--- config.mk ---
export PLATFORM = sky130hd
export DESIGN_NAME = ticks_to_calendar_fields_top
export DESIGN_NICKNAME = d
export VERILOG_FILES = /design/src/sv/tcf_pkg.sv /design/src/sv/tcf_cdiv.sv /design/src/sv/tcf_year.sv /design/src/sv/tcf_month.sv /design/src/sv/ticks_to_calendar_fields_top.sv
export SDC_FILE = /design/constraint.sdc
export NUM_CORES = 2
export LEC_CHECK = 0
export BUFFER_PORTS_ARGS = -buffer_cell sky130_fd_sc_hd__buf_2
export CORE_UTILIZATION = 33
export CTS_CLUSTER_SIZE = 25
export DETAILED_ROUTE_END_ITERATION = 8
export HOLD_SLACK_MARGIN = 0.06
export PLACE_DENSITY_LB_ADDON = 0.3
export SETUP_SLACK_MARGIN = 0.1
export SYNTH_ARGS = -nofsm -noshare
export SYNTH_HDL_FRONTEND = slang
export SYNTH_HIERARCHICAL = 1
export SYNTH_SLANG_ARGS = --single-unit
--- constraint.sdc ---
create_clock -name aclk -period 23.5 [get_ports aclk]
set_clock_uncertainty 0.05 [all_clocks]
set_input_delay 4.7 -clock aclk [delete_from_list [all_inputs] [get_ports aclk]]
set_output_delay 4.7 -clock aclk [all_outputs]
set_load 0.005 [all_outputs]
--- src/sv/tcf_pkg.sv ---
// Shared types, constants and helper functions for the tick-to-calendar converter.
// Used by tcf_cdiv, tcf_year, tcf_month and ticks_to_calendar_fields_top.
package tcf_pkg;

    // Input tick count width
    localparam int TICK_W = 58;

    // Unit ratios
    localparam int TICKS_PER_MS  = 10000;
    localparam int MS_PER_SEC    = 1000;
    localparam int SEC_PER_MIN   = 60;
    localparam int MIN_PER_HOUR  = 60;
    localparam int HOUR_PER_DAY  = 24;
    localparam int DAYS_PER_YEAR = 365;

    // Quotient bits resolved per divider pipeline stage
    localparam int DIV_STEP = 8;

    // Widths of the running counts (bounded by the 58-bit input)
    localparam int MSEC_CNT_W = 45;
    localparam int SEC_CNT_W  = 35;
    localparam int MIN_CNT_W  = 29;
    localparam int HOUR_CNT_W = 23;
    localparam int DAY_CNT_W  = 19;
    localparam int YEAR_OFS_W = 11;  // days / 365

    // Result field widths
    localparam int YEAR_W  = 12;
    localparam int MONTH_W = 4;
    localparam int MDAY_W  = 5;
    localparam int HOUR_W  = 5;
    localparam int MIN_W   = 6;
    localparam int SEC_W   = 6;
    localparam int MSEC_W  = 10;
    localparam int WDAY_W  = 3;

    // Internal widths
    localparam int DOY_W   = 9;   // day of year, also days % 365
    localparam int YCALC_W = 14;  // full year before range check
    localparam int LEAPS_W = 12;  // leap-year counts
    localparam int CENT_W  = 8;   // (year-1) / 100

    // x / 25 as (x * RECIP25) >> RECIP25_SH, exact for x < 2^12
    localparam int            RECIP_W    = 20;
    localparam logic [19:0]   RECIP25    = 20'd671089;
    localparam int            RECIP25_SH = 24;

    // Days before the first of each month, non-leap year
    localparam logic [DOY_W-1:0] CUM_DAYS [13] = '{
        9'd0, 9'd31, 9'd59, 9'd90, 9'd120, 9'd151, 9'd181,
        9'd212, 9'd243, 9'd273, 9'd304, 9'd334, 9'd365
    };

    // Time of day carried alongside the day count
    typedef struct packed {
        logic [HOUR_W-1:0] hour;
        logic [MIN_W-1:0]  minute;
        logic [SEC_W-1:0]  second;
        logic [MSEC_W-1:0] millisecond;
    } tcf_time_t;

    // Year stage to month stage
    typedef struct packed {
        logic                out_of_range;
        logic [YEAR_W-1:0]   year;
        logic [DOY_W-1:0]    doy;
        logic                leap;
        logic [WDAY_W-1:0]   weekday;
        tcf_time_t           tod;
    } tcf_date_t;

    // Final result word
    typedef struct packed {
        logic                out_of_range;
        logic [WDAY_W-1:0]   weekday;
        logic [MSEC_W-1:0]   millisecond;
        logic [SEC_W-1:0]    second;
        logic [MIN_W-1:0]    minute;
        logic [HOUR_W-1:0]   hour;
        logic [MDAY_W-1:0]   day_of_month;
        logic [MONTH_W-1:0]  month;
        logic [YEAR_W-1:0]   year;
    } tcf_result_t;

    // Leap years in 1 .. y-1 (elaboration only)
    function automatic int leaps_before(input int y);
        int p;
        p = (y == 0) ? 0 : y - 1;
        return p / 4 - p / 100 + p / 400;
    endfunction

    // Weekday of 1 January of year b, 0 = Sunday (elaboration only)
    function automatic int base_weekday(input int b);
        return (1 + 365 * ((b - 1) % 7) + leaps_before(b)) % 7;
    endfunction

endpackage

--- src/sv/tcf_cdiv.sv ---
// Pipelined restoring divider by a constant, DIV_STEP quotient bits per stage.
// Carries a side payload with each word. Depends on tcf_pkg.
module tcf_cdiv #(
    parameter int W        = 16,
    parameter int DIVISOR  = 10,
    parameter int SW       = 1,
    localparam int RW      = $clog2(DIVISOR)
) (
    input  logic          aclk,
    input  logic          aresetn,
    input  logic          en,
    input  logic          in_valid,
    input  logic [W-1:0]  in_dvd,
    input  logic [SW-1:0] in_side,
    output logic          out_valid,
    output logic [W-1:0]  out_quot,
    output logic [RW-1:0] out_rem,
    output logic [SW-1:0] out_side
);
    import tcf_pkg::*;

    localparam int         NS    = (W + DIV_STEP - 1) / DIV_STEP;
    localparam logic [RW:0] DIV_C = DIVISOR[RW:0];

    // Stage links; index 0 is the input
    wire [NS:0]   v_w;
    wire [RW-1:0] r_w [NS+1];
    wire [W-1:0]  d_w [NS+1];
    wire [SW-1:0] s_w [NS+1];

    assign v_w[0] = in_valid;
    assign r_w[0] = '0;
    assign d_w[0] = in_dvd;
    assign s_w[0] = in_side;

    generate
        for (genvar g = 0; g < NS; g++) begin : g_stage
            localparam int N = ((g + 1) * DIV_STEP > W) ? (W - g * DIV_STEP) : DIV_STEP;

            logic          v_reg;
            logic [RW-1:0] r_reg, r_next;
            logic [W-1:0]  d_reg, d_next;
            logic [SW-1:0] s_reg;
            logic [RW:0]   sh, diff;

            // N shift/compare/subtract steps; quotient bits fill the vacated LSBs
            always_comb begin
                r_next = r_w[g];
                d_next = d_w[g];
                sh     = '0;
                diff   = '0;
                for (int i = 0; i < N; i++) begin
                    sh   = {r_next, d_next[W-1]};
                    diff = sh - DIV_C;
                    if (sh >= DIV_C) begin
                        r_next = diff[RW-1:0];
                        d_next = {d_next[W-2:0], 1'b1};
                    end else begin
                        r_next = sh[RW-1:0];
                        d_next = {d_next[W-2:0], 1'b0};
                    end
                end
            end

            // Valid bit
            always_ff @(posedge aclk) begin
                if (!aresetn) begin
                    v_reg <= 1'b0;
                end else if (en) begin
                    v_reg <= v_w[g];
                end
            end

            // Payload
            always_ff @(posedge aclk) begin
                if (en) begin
                    r_reg <= r_next;
                    d_reg <= d_next;
                    s_reg <= s_w[g];
                end
            end

            assign v_w[g+1] = v_reg;
            assign r_w[g+1] = r_reg;
            assign d_w[g+1] = d_reg;
            assign s_w[g+1] = s_reg;
        end
    endgenerate

    assign out_valid = v_w[NS];
    assign out_quot  = d_w[NS];
    assign out_rem   = r_w[NS];
    assign out_side  = s_w[NS];

endmodule

--- src/sv/tcf_year.sv ---
// Year, day-of-year, leap flag and weekday from days/365 and days%365, three stages.
// Depends on tcf_pkg.
module tcf_year #(
    parameter int EPOCH_YEAR = 1601
) (
    input  logic                          aclk,
    input  logic                          aresetn,
    input  logic                          en,
    input  logic                          in_valid,
    input  logic [tcf_pkg::YEAR_OFS_W-1:0] in_yq,
    input  logic [tcf_pkg::DOY_W-1:0]     in_yr,
    input  tcf_pkg::tcf_time_t            in_tod,
    output logic                          out_valid,
    output tcf_pkg::tcf_date_t            out_date
);
    import tcf_pkg::*;

    localparam int                 LB_BASE = leaps_before(EPOCH_YEAR);
    localparam int                 BASE_WD = base_weekday(EPOCH_YEAR);
    localparam logic [YCALC_W-1:0] EPOCH_C = EPOCH_YEAR[YCALC_W-1:0];

    // Mod 7 of an 11-bit value by octal digit folding (8 == 1 mod 7)
    function automatic logic [WDAY_W-1:0] mod7(input logic [10:0] v);
        logic [4:0] s1;
        logic [3:0] s2;
        s1 = 5'(v[2:0]) + 5'(v[5:3]) + 5'(v[8:6]) + 5'(v[10:9]);
        s2 = 4'(s1[4:3]) + 4'(s1[2:0]);
        return (s2 >= 4'd7) ? 3'(s2 - 4'd7) : s2[2:0];
    endfunction

    // ---------------- stage 1: year estimate, century count ----------------
    logic                 v1_reg;
    logic [YCALC_W-1:0]   p1_reg, p1_next;
    logic [CENT_W-1:0]    c1_reg, c1_next;
    logic [DOY_W-1:0]     r1_reg;
    logic [WDAY_W-1:0]    wd1_reg, wd1_next;
    tcf_time_t            tod1_reg;
    logic [YCALC_W-1:0]   y_est;
    logic [31:0]          prod;
    logic [10:0]          wsum;

    always_comb begin
        y_est    = YCALC_W'(in_yq) + EPOCH_C;
        p1_next  = y_est - 1'b1;
        prod     = 32'(p1_next[YCALC_W-1:2]) * 32'(RECIP25);
        c1_next  = prod[RECIP25_SH +: CENT_W];
        // 365 == 1 mod 7, so days mod 7 == (q + r) mod 7
        wsum     = 11'(in_yq) + 11'(in_yr) + 11'(BASE_WD);
        wd1_next = mod7(wsum);
    end

    always_ff @(posedge aclk) begin
        if (!aresetn) begin
            v1_reg <= 1'b0;
        end else if (en) begin
            v1_reg <= in_valid;
        end
    end

    always_ff @(posedge aclk) begin
        if (en) begin
            p1_reg   <= p1_next;
            c1_reg   <= c1_next;
            r1_reg   <= in_yr;
            wd1_reg  <= wd1_next;
            tod1_reg <= in_tod;
        end
    end

    // ---------------- stage 2: leap counts and correction test ----------------
    logic                 v2_reg;
    logic [YCALC_W-1:0]   y2_reg, y2_next;
    logic [DOY_W-1:0]     ld2_reg, ld2_next;
    logic                 lp2_reg, lp2_next;   // year-1 is leap
    logic                 ly2_reg, ly2_next;   // year estimate is leap
    logic                 corr2_reg, corr2_next;
    logic [DOY_W-1:0]     r2_reg;
    logic [WDAY_W-1:0]    wd2_reg;
    tcf_time_t            tod2_reg;
    logic [LEAPS_W-1:0]   x4, lb, ld_full, c25;
    logic [LEAPS_W:0]     x4p1, c25p;

    always_comb begin
        x4       = p1_reg[YCALC_W-1:2];
        // (y-1)/4 - (y-1)/100 + (y-1)/400
        lb       = x4 - LEAPS_W'(c1_reg) + LEAPS_W'(c1_reg[CENT_W-1:2]);
        ld_full  = lb - LEAPS_W'(LB_BASE);
        ld2_next = ld_full[DOY_W-1:0];
        c25      = {c1_reg, 4'b0} + {1'b0, c1_reg, 3'b0} + LEAPS_W'(c1_reg);
        x4p1     = (LEAPS_W+1)'(x4) + 1'b1;
        c25p     = (LEAPS_W+1)'(c25) + (LEAPS_W+1)'(25);
        lp2_next = (p1_reg[1:0] == 2'b00) && ((x4 != c25) || (c1_reg[1:0] == 2'b00));
        ly2_next = (p1_reg[1:0] == 2'b11) && ((x4p1 != c25p) || (c1_reg[1:0] == 2'b11));
        y2_next  = p1_reg + 1'b1;
        corr2_next = (ld2_next > r1_reg);
    end

    always_ff @(posedge aclk) begin
        if (!aresetn) begin
            v2_reg <= 1'b0;
        end else if (en) begin
            v2_reg <= v1_reg;
        end
    end

    always_ff @(posedge aclk) begin
        if (en) begin
            y2_reg    <= y2_next;
            ld2_reg   <= ld2_next;
            lp2_reg   <= lp2_next;
            ly2_reg   <= ly2_next;
            corr2_reg <= corr2_next;
            r2_reg    <= r1_reg;
            wd2_reg   <= wd1_reg;
            tod2_reg  <= tod1_reg;
        end
    end

    // ---------------- stage 3: corrected year and day of year ----------------
    logic                 v3_reg;
    tcf_date_t            date3_reg, date3_next;
    logic [YCALC_W-1:0]   yr;
    logic [DOY_W:0]       doy_w;

    always_comb begin
        if (corr2_reg) begin
            yr    = y2_reg - 1'b1;
            doy_w = (DOY_W+1)'(r2_reg) + (DOY_W+1)'(DAYS_PER_YEAR) + (DOY_W+1)'(lp2_reg)
                    - (DOY_W+1)'(ld2_reg);
            date3_next.leap = lp2_reg;
        end else begin
            yr    = y2_reg;
            doy_w = (DOY_W+1)'(r2_reg) - (DOY_W+1)'(ld2_reg);
            date3_next.leap = ly2_reg;
        end
        date3_next.out_of_range = |yr[YCALC_W-1:YEAR_W];
        date3_next.year         = yr[YEAR_W-1:0];
        date3_next.doy          = doy_w[DOY_W-1:0];
        date3_next.weekday      = wd2_reg;
        date3_next.tod          = tod2_reg;
    end

    always_ff @(posedge aclk) begin
        if (!aresetn) begin
            v3_reg <= 1'b0;
        end else if (en) begin
            v3_reg <= v2_reg;
        end
    end

    always_ff @(posedge aclk) begin
        if (en) begin
            date3_reg <= date3_next;
        end
    end

    assign out_valid = v3_reg;
    assign out_date  = date3_reg;

endmodule

--- src/sv/tcf_month.sv ---
// Month and day of month from day of year, then result assembly; two stages.
// Depends on tcf_pkg.
module tcf_month (
    input  logic                 aclk,
    input  logic                 aresetn,
    input  logic                 en,
    input  logic                 in_valid,
    input  tcf_pkg::tcf_date_t   in_date,
    output logic                 out_valid,
    output tcf_pkg::tcf_result_t out_res
);
    import tcf_pkg::*;

    // ---------------- stage 1: month by comparing against month starts ----------------
    logic                v1_reg;
    logic [MONTH_W-1:0]  mon1_reg, mon1_next;
    tcf_date_t           date1_reg;
    logic [DOY_W-1:0]    mstart;
    logic [MONTH_W-1:0]  cnt;

    always_comb begin
        cnt    = '0;
        mstart = '0;
        for (int m = 1; m < 12; m++) begin
            mstart = CUM_DAYS[m] + DOY_W'(in_date.leap && (m >= 2));
            if (in_date.doy >= mstart) begin
                cnt = cnt + 1'b1;
            end
        end
        mon1_next = cnt + 1'b1;
    end

    always_ff @(posedge aclk) begin
        if (!aresetn) begin
            v1_reg <= 1'b0;
        end else if (en) begin
            v1_reg <= in_valid;
        end
    end

    always_ff @(posedge aclk) begin
        if (en) begin
            mon1_reg  <= mon1_next;
            date1_reg <= in_date;
        end
    end

    // ---------------- stage 2: day of month, output word ----------------
    logic                v2_reg;
    tcf_result_t         res2_reg, res2_next;
    logic [MONTH_W-1:0]  midx;
    logic [DOY_W-1:0]    first_day, dom;

    always_comb begin
        midx      = mon1_reg - 1'b1;
        first_day = CUM_DAYS[midx] + DOY_W'(date1_reg.leap && (mon1_reg > 4'd2));
        dom       = date1_reg.doy - first_day + 1'b1;

        res2_next = '0;
        if (date1_reg.out_of_range) begin
            res2_next.out_of_range = 1'b1;
        end else begin
            res2_next.year         = date1_reg.year;
            res2_next.month        = mon1_reg;
            res2_next.day_of_month = dom[MDAY_W-1:0];
            res2_next.hour         = date1_reg.tod.hour;
            res2_next.minute       = date1_reg.tod.minute;
            res2_next.second       = date1_reg.tod.second;
            res2_next.millisecond  = date1_reg.tod.millisecond;
            res2_next.weekday      = date1_reg.weekday;
        end
    end

    always_ff @(posedge aclk) begin
        if (!aresetn) begin
            v2_reg <= 1'b0;
        end else if (en) begin
            v2_reg <= v1_reg;
        end
    end

    always_ff @(posedge aclk) begin
        if (en) begin
            res2_reg <= res2_next;
        end
    end

    assign out_valid = v2_reg;
    assign out_res   = res2_reg;

endmodule

--- src/sv/ticks_to_calendar_fields_top.sv ---
// Tick count to Gregorian calendar fields, stream in / stream out.
// Depends on tcf_pkg, tcf_cdiv, tcf_year and tcf_month.
//
// Usage:
//   s_* channel: one 64-bit word per timestamp, tick count (100 ns units since
//   1 January of EPOCH_YEAR) in s_tdata[57:0]; bits above are ignored.
//   m_* channel: one word per input word, in order. m_tdata holds the calendar
//   fields, m_tuser flags a year above 4095, in which case m_tdata is zero.
//   The pipeline from accept to m_tvalid is 29 stages of constant
//   dividers (/10000, /1000, /60, /60, /24, /365, each resolving eight
//   quotient bits per stage), 3 year stages and 2 month stages.
//   Throughput is one word per cycle while the output is not stalled.
//   The whole pipeline advances together; when m_tvalid is high and m_tready
//   low, every stage holds and s_tready drops, so nothing is lost or repeated.
//   s_tready is high whenever the output register is empty or being drained.
//   Reset (aresetn low, synchronous) clears all valid bits; data registers are
//   not reset.
module ticks_to_calendar_fields_top #(
    parameter int EPOCH_YEAR = 1601
) (
    input  logic        aclk,
    input  logic        aresetn,
    // Input stream
    input  logic        s_tvalid,
    output logic        s_tready,
    input  logic [63:0] s_tdata,   // [57:0] tick_count, [63:58] zero fill
    // Result stream
    output logic        m_tvalid,
    input  logic        m_tready,
    output logic [55:0] m_tdata,   // [11:0] year, [15:12] month, [20:16] day_of_month,
                                   // [25:21] hour, [31:26] minute, [37:32] second,
                                   // [47:38] millisecond, [50:48] weekday, [55:51] zero
    output logic        m_tuser    // [0] out_of_range
);
    import tcf_pkg::*;

    logic en;
    logic in_valid;

    // Global advance: output register empty or being taken
    assign en       = !m_tvalid || m_tready;
    assign s_tready = en;
    assign in_valid = s_tvalid && s_tready;

    // ---------------- divider chain ----------------
    logic                  v_ms, v_s, v_min, v_hr, v_day;
    logic [TICK_W-1:0]     q_ms;
    logic [MSEC_CNT_W-1:0] q_s;
    logic [SEC_CNT_W-1:0]  q_min;
    logic [MIN_CNT_W-1:0]  q_hr;
    logic [HOUR_CNT_W-1:0] q_day;
    logic [DAY_CNT_W-1:0]  q_yr;
    logic [MSEC_W-1:0]     ms_s, ms_min, ms_hr;
    logic [SEC_W-1:0]      sec_min, sec_hr;
    logic [MIN_W-1:0]      min_hr;
    logic [HOUR_W-1:0]     hr_day;
    logic [DOY_W-1:0]      r_yr;
    logic                  v_yr;
    tcf_time_t             tod_day, tod_yr;

    tcf_cdiv #(.W(TICK_W), .DIVISOR(TICKS_PER_MS), .SW(1)) u_div_ms (
        .aclk(aclk), .aresetn(aresetn), .en(en),
        .in_valid(in_valid), .in_dvd(s_tdata[TICK_W-1:0]), .in_side(1'b0),
        .out_valid(v_ms), .out_quot(q_ms), .out_rem(), .out_side()
    );

    tcf_cdiv #(.W(MSEC_CNT_W), .DIVISOR(MS_PER_SEC), .SW(1)) u_div_sec (
        .aclk(aclk), .aresetn(aresetn), .en(en),
        .in_valid(v_ms), .in_dvd(q_ms[MSEC_CNT_W-1:0]), .in_side(1'b0),
        .out_valid(v_s), .out_quot(q_s), .out_rem(ms_s), .out_side()
    );

    tcf_cdiv #(.W(SEC_CNT_W), .DIVISOR(SEC_PER_MIN), .SW(MSEC_W)) u_div_min (
        .aclk(aclk), .aresetn(aresetn), .en(en),
        .in_valid(v_s), .in_dvd(q_s[SEC_CNT_W-1:0]), .in_side(ms_s),
        .out_valid(v_min), .out_quot(q_min), .out_rem(sec_min), .out_side(ms_min)
    );

    tcf_cdiv #(.W(MIN_CNT_W), .DIVISOR(MIN_PER_HOUR), .SW(SEC_W + MSEC_W)) u_div_hr (
        .aclk(aclk), .aresetn(aresetn), .en(en),
        .in_valid(v_min), .in_dvd(q_min[MIN_CNT_W-1:0]), .in_side({sec_min, ms_min}),
        .out_valid(v_hr), .out_quot(q_hr), .out_rem(min_hr), .out_side({sec_hr, ms_hr})
    );

    tcf_cdiv #(.W(HOUR_CNT_W), .DIVISOR(HOUR_PER_DAY), .SW(MIN_W + SEC_W + MSEC_W)) u_div_day (
        .aclk(aclk), .aresetn(aresetn), .en(en),
        .in_valid(v_hr), .in_dvd(q_hr[HOUR_CNT_W-1:0]), .in_side({min_hr, sec_hr, ms_hr}),
        .out_valid(v_day), .out_quot(q_day), .out_rem(hr_day),
        .out_side({tod_day.minute, tod_day.second, tod_day.millisecond})
    );

    assign tod_day.hour = hr_day;

    tcf_cdiv #(.W(DAY_CNT_W), .DIVISOR(DAYS_PER_YEAR), .SW($bits(tcf_time_t))) u_div_yr (
        .aclk(aclk), .aresetn(aresetn), .en(en),
        .in_valid(v_day), .in_dvd(q_day[DAY_CNT_W-1:0]), .in_side(tod_day),
        .out_valid(v_yr), .out_quot(q_yr), .out_rem(r_yr), .out_side(tod_yr)
    );

    // ---------------- calendar ----------------
    logic        v_date;
    tcf_date_t   date;
    tcf_result_t res;

    tcf_year #(.EPOCH_YEAR(EPOCH_YEAR)) u_year (
        .aclk(aclk), .aresetn(aresetn), .en(en),
        .in_valid(v_yr), .in_yq(q_yr[YEAR_OFS_W-1:0]), .in_yr(r_yr), .in_tod(tod_yr),
        .out_valid(v_date), .out_date(date)
    );

    tcf_month u_month (
        .aclk(aclk), .aresetn(aresetn), .en(en),
        .in_valid(v_date), .in_date(date),
        .out_valid(m_tvalid), .out_res(res)
    );

    // ---------------- output word ----------------
    assign m_tdata = {5'b0, res.weekday, res.millisecond, res.second, res.minute,
                      res.hour, res.day_of_month, res.month, res.year};
    assign m_tuser = res.out_of_range;

    // ---------------- checks ----------------
    a_oor_zero: assert property (@(posedge aclk) disable iff (!aresetn)
        (m_tvalid && m_tuser) |-> (m_tdata == '0))
        else $error("out-of-range word carries nonzero fields");

    a_date_legal: assert property (@(posedge aclk) disable iff (!aresetn)
        (m_tvalid && !m_tuser) |-> ((res.month >= 4'd1) && (res.month <= 4'd12) &&
                                    (res.day_of_month >= 5'd1) && (res.weekday <= 3'd6)))
        else $error("month, day or weekday out of range");

    a_time_legal: assert property (@(posedge aclk) disable iff (!aresetn)
        m_tvalid |-> ((res.hour < 5'd24) && (res.minute < 6'd60) &&
                      (res.second < 6'd60) && (res.millisecond < 10'd1000)))
        else $error("time of day out of range");

    a_no_idle_stall: assert property (@(posedge aclk) disable iff (!aresetn)
        !m_tvalid |-> s_tready)
        else $error("input stalled while output register empty");

endmodule

# == Word level (Yosys, flattened, before mapping) ==
# Memory sizes are Yosys's and may differ from the RTL's.
# Cells that the tools add are included.
# totals
ff_bits,1937
in_bits,68
memories,1
mem_bits_ro,144
# memory_table
memory,words,width,read_ports,rd_clocked_by_memory_dff,write_ports,line,source
(no name shown),16,9,1,0,0,tcf_month.sv:56,first_day = CUM_DAYS[midx] + DOY_W'(date1_reg.leap && (mon1_reg > 4'd2));
# op_classes
bitwise_logic,1
magnitude_cmp,224
mux,435
addsub,255
multipliers,1
n_reduce_logical,11
n_eq_ne,4
# ops
operator,n
$ge 15x14->1 const B,57
$mux 14,58
$sub 14x14->14 const B,56
$ge 11x10->1 const B,44
$mux 10,45
$sub 10x10->10 const B,44
$ge 7x6->1 const B,62
$mux 6,64
$sub 6x6->6 const B,62
$mux 1,212
$ge 10x9->1 const B,18
$mux 9,20
$sub 9x9->9 const B,19
$ge 6x5->1 const B,22
$mux 5,25
$sub 5x5->5 const B,22
$ge 9x9->1,7
$add 4x1->4 const B,11
$mux 4,10
$add 8x1->9 const A,4
$mul 12x20->32 const B,1
$sub 14x1->14 const B,2
$add 9x1->9 const A,3
$ge 9x8->1,2
other kinds (50),61

# == Depth between registers and ports, before layout ==
# logic_depth
word_depth,23
ltp_mapped,45

# == Cells and area by module ==
# Netlist, hierarchy kept.
# by_module_without_submodules
module,instances,cells_per_inst,area_per_inst_um2
tcf_cdiv at u_div_ms,1,3312,33996.4
tcf_cdiv at u_div_sec,1,1745,18092.4
tcf_cdiv at u_div_min,1,963,12157.9
tcf_year,1,981,11954.0
tcf_cdiv at u_div_hr,1,710,9316.4
tcf_cdiv at u_div_yr,1,834,8877.3
tcf_cdiv at u_div_day,1,450,6179.7
tcf_month,1,395,5298.8
ticks_to_calendar_fields_top,1,8,63.8

# == Least setup slack after synthesis ==
# No wires, ideal clock.
# synth_path
path_kind,input to output
startpoint,input m_tready
endpoint,output s_tready
path_slack_ps,2278
t_arrival_ps,16472
stages,1
t_required_ps,18750
path_cell_list,nand2b_4
# synth_via
elab_chain_len,1
# synth_lines
element,line,source
from (decl),ticks_to_calendar_fields_top.sv:29,"input logic m_tready,"
$logic_or 1x1->1,ticks_to_calendar_fields_top.sv:41,assign en = !m_tvalid || m_tready;
to (decl),ticks_to_calendar_fields_top.sv:25,"output logic s_tready,"
# No other way between the ends.

# == Final worst setup path ==
# layout_path
startpoint,register u_div_ms.g_stage[3].r_reg[5]
endpoint,"register u_div_ms.g_stage[4].r_reg[9], data pin"
# layout_via
elab_chain_len,16
word_cells_on_any_way,24
# layout_lines
element,line,source
from (decl),tcf_cdiv.sv:41,"logic [RW-1:0] r_reg, r_next;"
from (signal assigned),tcf_cdiv.sv:77,r_reg <= r_next;
$sub 14x14->14 or $ge 15x14->1 (tied branches),"tcf_cdiv.sv:54, tcf_cdiv.sv:55",
$mux 14 *,tcf_cdiv.sv:55,if (sh >= DIV_C) begin
$sub 14x14->14 or $ge 15x14->1 (tied branches),"tcf_cdiv.sv:54, tcf_cdiv.sv:55",
$mux 14 *,tcf_cdiv.sv:55,
$sub 14x14->14 or $ge 15x14->1 (tied branches),"tcf_cdiv.sv:54, tcf_cdiv.sv:55",
$mux 14 *,tcf_cdiv.sv:55,
$ge 15x14->1 or $sub 14x14->14 (tied branches),"tcf_cdiv.sv:55, tcf_cdiv.sv:54",
$mux 14 *,tcf_cdiv.sv:55,
$sub 14x14->14 or $ge 15x14->1 (tied branches),"tcf_cdiv.sv:54, tcf_cdiv.sv:55",
$mux 14 *,tcf_cdiv.sv:55,
$sub 14x14->14 or $ge 15x14->1 (tied branches),"tcf_cdiv.sv:54, tcf_cdiv.sv:55",
$mux 14 *,tcf_cdiv.sv:55,
$sub 14x14->14 or $ge 15x14->1 (tied branches),"tcf_cdiv.sv:54, tcf_cdiv.sv:55",
$mux 14 *,tcf_cdiv.sv:55,
$sub 14x14->14 or $ge 15x14->1 (tied branches),"tcf_cdiv.sv:54, tcf_cdiv.sv:55",
$mux 14 *,tcf_cdiv.sv:55,
net u_div_ms.g_stage[4].r_next[9],tcf_cdiv.sv:41,
to (signal assigned),tcf_cdiv.sv:77,
to (decl),tcf_cdiv.sv:41,
# The timed path passes the listed nets; every way through them passes the cells marked *.
# A chain may end at the register's enable or synchronous reset.

==> flow_summary_export.csv <==
group,metric,value,unit
outcome,status,"finished clean",
layout,finalInstanceArea,0.115,mm²
route,drtAntennaViolNets,0,
timing,hold_viol_final,0,
synth,postSynthCellCount,9263,
timing,tightestPinTransition,1150,ps
floorplanning,core_area,0.312,mm²
synth,yosys_warnings,6,
timing,finalSetupViolations,0,
placement,placed_area,0.109,mm²
timing,final.period_utilization,50.5,%
floorplanning,fp-row-count,205,
route,drc_errors,0,
clock_network,hold_buffers,0,
layout,area_growth,11.0,%
timing,whs,252,ps
route,drtPass1Iterations,8,
placement,io_buffers,114,
grt,antenna_found_initial,1,
worst_setup_path,worst-path-max-fanout,21,
grt,grt_overflow,0,
worst_setup_path,path_class,"reg -> reg",
route,vias,72100,
synth,synthesis.area,0.104,mm²
run,maxCapViolCount,0,
layout,fill_cells,30200,
timing,slew_violations,0,
timing,setup_tns,0,ps
floorplanning,num_io_pins,127,
layout,largest_reg_flops,313,
clock_network,cts.sinks,1717,
layout,multi_input_area,0.0493,mm²
synth,synth.avg_cell_area,11.2,µm²
worst_setup_path,crit_path_max_incr_delay,700,ps
clock_network,cts-root-buf,"clkbuf_16",
worst_setup_path,start_kind,"flip-flop",
floorplanning,die_x,563,µm
grt,track_usage,12.4,%
route,wl,204000,µm
layout,nNetsFinal,9817,
clock_network,htreeDepth,4,
grt,grt_max_degree,192,
worst_setup_path,r2r_slack,11640,ps
placement,dp_hpwl,143000,µm
placement,gp_congestion,0.862,
worst_setup_path,critical_path_required,24030,ps
layout,regArea,0.0512,mm²
timing,slew_headroom,22.8,%
clock_network,numCtsBuffers,197,
timing,fmax,0.0843,GHz
worst_setup_path,crit_path_top_delay_cell,"or4_1",
floorplanning,initial_core_util,33.2,%
clock_network,clkSlewWorstSetupHoldPaths,60,ps
route,vias_per_cell,5.28,
timing,rsz0062_at_grt,"false",
timing,post-route-min-period,11860,ps
layout,drive_above_1_share,11.2,%
route,wire_per_inst,14.9,µm
worst_setup_path,crit_top_cell,"xnor2_1",
worst_hold_path,hold_path.class,"reg -> reg",
clock_network,ctsResizeCount,0,
clock_network,cts_tree,"done",
grt,grt_first_pass_wirelength,341000,µm
worst_setup_path,critPathArrivalTime,12380,ps
clock_network,clock_latency,900,ps
worst_setup_path,endpoint_kind,"flip-flop",
clock_network,cts_setup_buffers,0,
floorplanning,die_h,563,µm
grt,grt_pass1_vias,69600,
floorplanning,die_area,0.317,mm²
route,drtIter0Drc,5036,
clock_network,cts_buffer_depth,4,
[final timing paths]
path / cells past startpoint / startpoint / end
worst max-delay path: 37 / u_div_ms/g_stage[3].r_reg[5] / u_div_ms/g_stage[4].r_reg[9]
worst min-delay path: 0 / u_div_hr/out_quot[16] / u_div_day/g_stage[0].r_reg[1]
worst max register to register: 37 / u_div_ms/g_stage[3].r_reg[5] / u_div_ms/g_stage[4].r_reg[9]
worst min register to register: 0 / u_div_hr/out_quot[16] / u_div_day/g_stage[0].r_reg[1]
[cell type report]
| cell class | instances | area share (%) |
|---|---|---|
| Antenna cell | 2 | 0.00434 |
| Clock buffer | 230 | 4.43 |
| Clock inverter | 125 | 1.43 |
| Inverter | 555 | 1.82 |
| Multi-Input combinational cell | 6736 | 42.7 |
| Sequential cell | 1717 | 44.4 |
| Tap cell | 4140 | 4.49 |
| Timing Repair Buffer | 143 | 0.705 |
[worst max-delay path: cells and delay by family, from the launching register on]
| kind | cells | cell delay, ps |
|---|---|---|
| simple gates | 8 | 2520 |
| xor+xnor | 6 | 2030 |
| flops | 1 | 480 |
| fa+ha+maj | 2 | 550 |
| compound gates | 16 | 4350 |
| mux | 2 | 1000 |
| buf+inv | 3 | 580 |
[metal layers]
metal / GRT usage (%) / wire length [µm] / part of all wire [%]
met5: 0 / 0 / 0
met4: 3.42 / 4570 / 2.2
met3: 1.68 / 8000 / 3.9
met2: 21.2 / 96700 / 47
met1: 16.3 / 94500 / 46
[metrics by stage]
stage / std cells / util (%) / setup WS, ps
2_1_floorplan: 9267 / - / 2600
3_3_place_gp: 13300 / 34.8 / 11970
3_5_place_dp: 13300 / 34.8 / 11790
4_1_cts: 13600 / 36.9 / 11730
5_1_grt: 13600 / 36.9 / 10620
6_report: 13600 / 36.9 / 11640
[placed cells by master (no fill, tap or decap), drive strengths merged, types with 95 or more instances in the layout]
cell,count
and2,134
nand2,680
buf,143
a21o,98
nor2,568
o211ai,128
xnor2,455
a31oi,132
edfxtp,1683
ha,331
nor2b,174
xor2,193
nor4,95
a21oi,443
and3,108
mux2,113
nand3,277
inv,563
clkbuf,230
mux2i,247
o21ai,448
a211oi,128
nor3,238
Power is not shown: default switching activity piles up to over one toggle a cycle in this logic, so the estimate is an artifact.
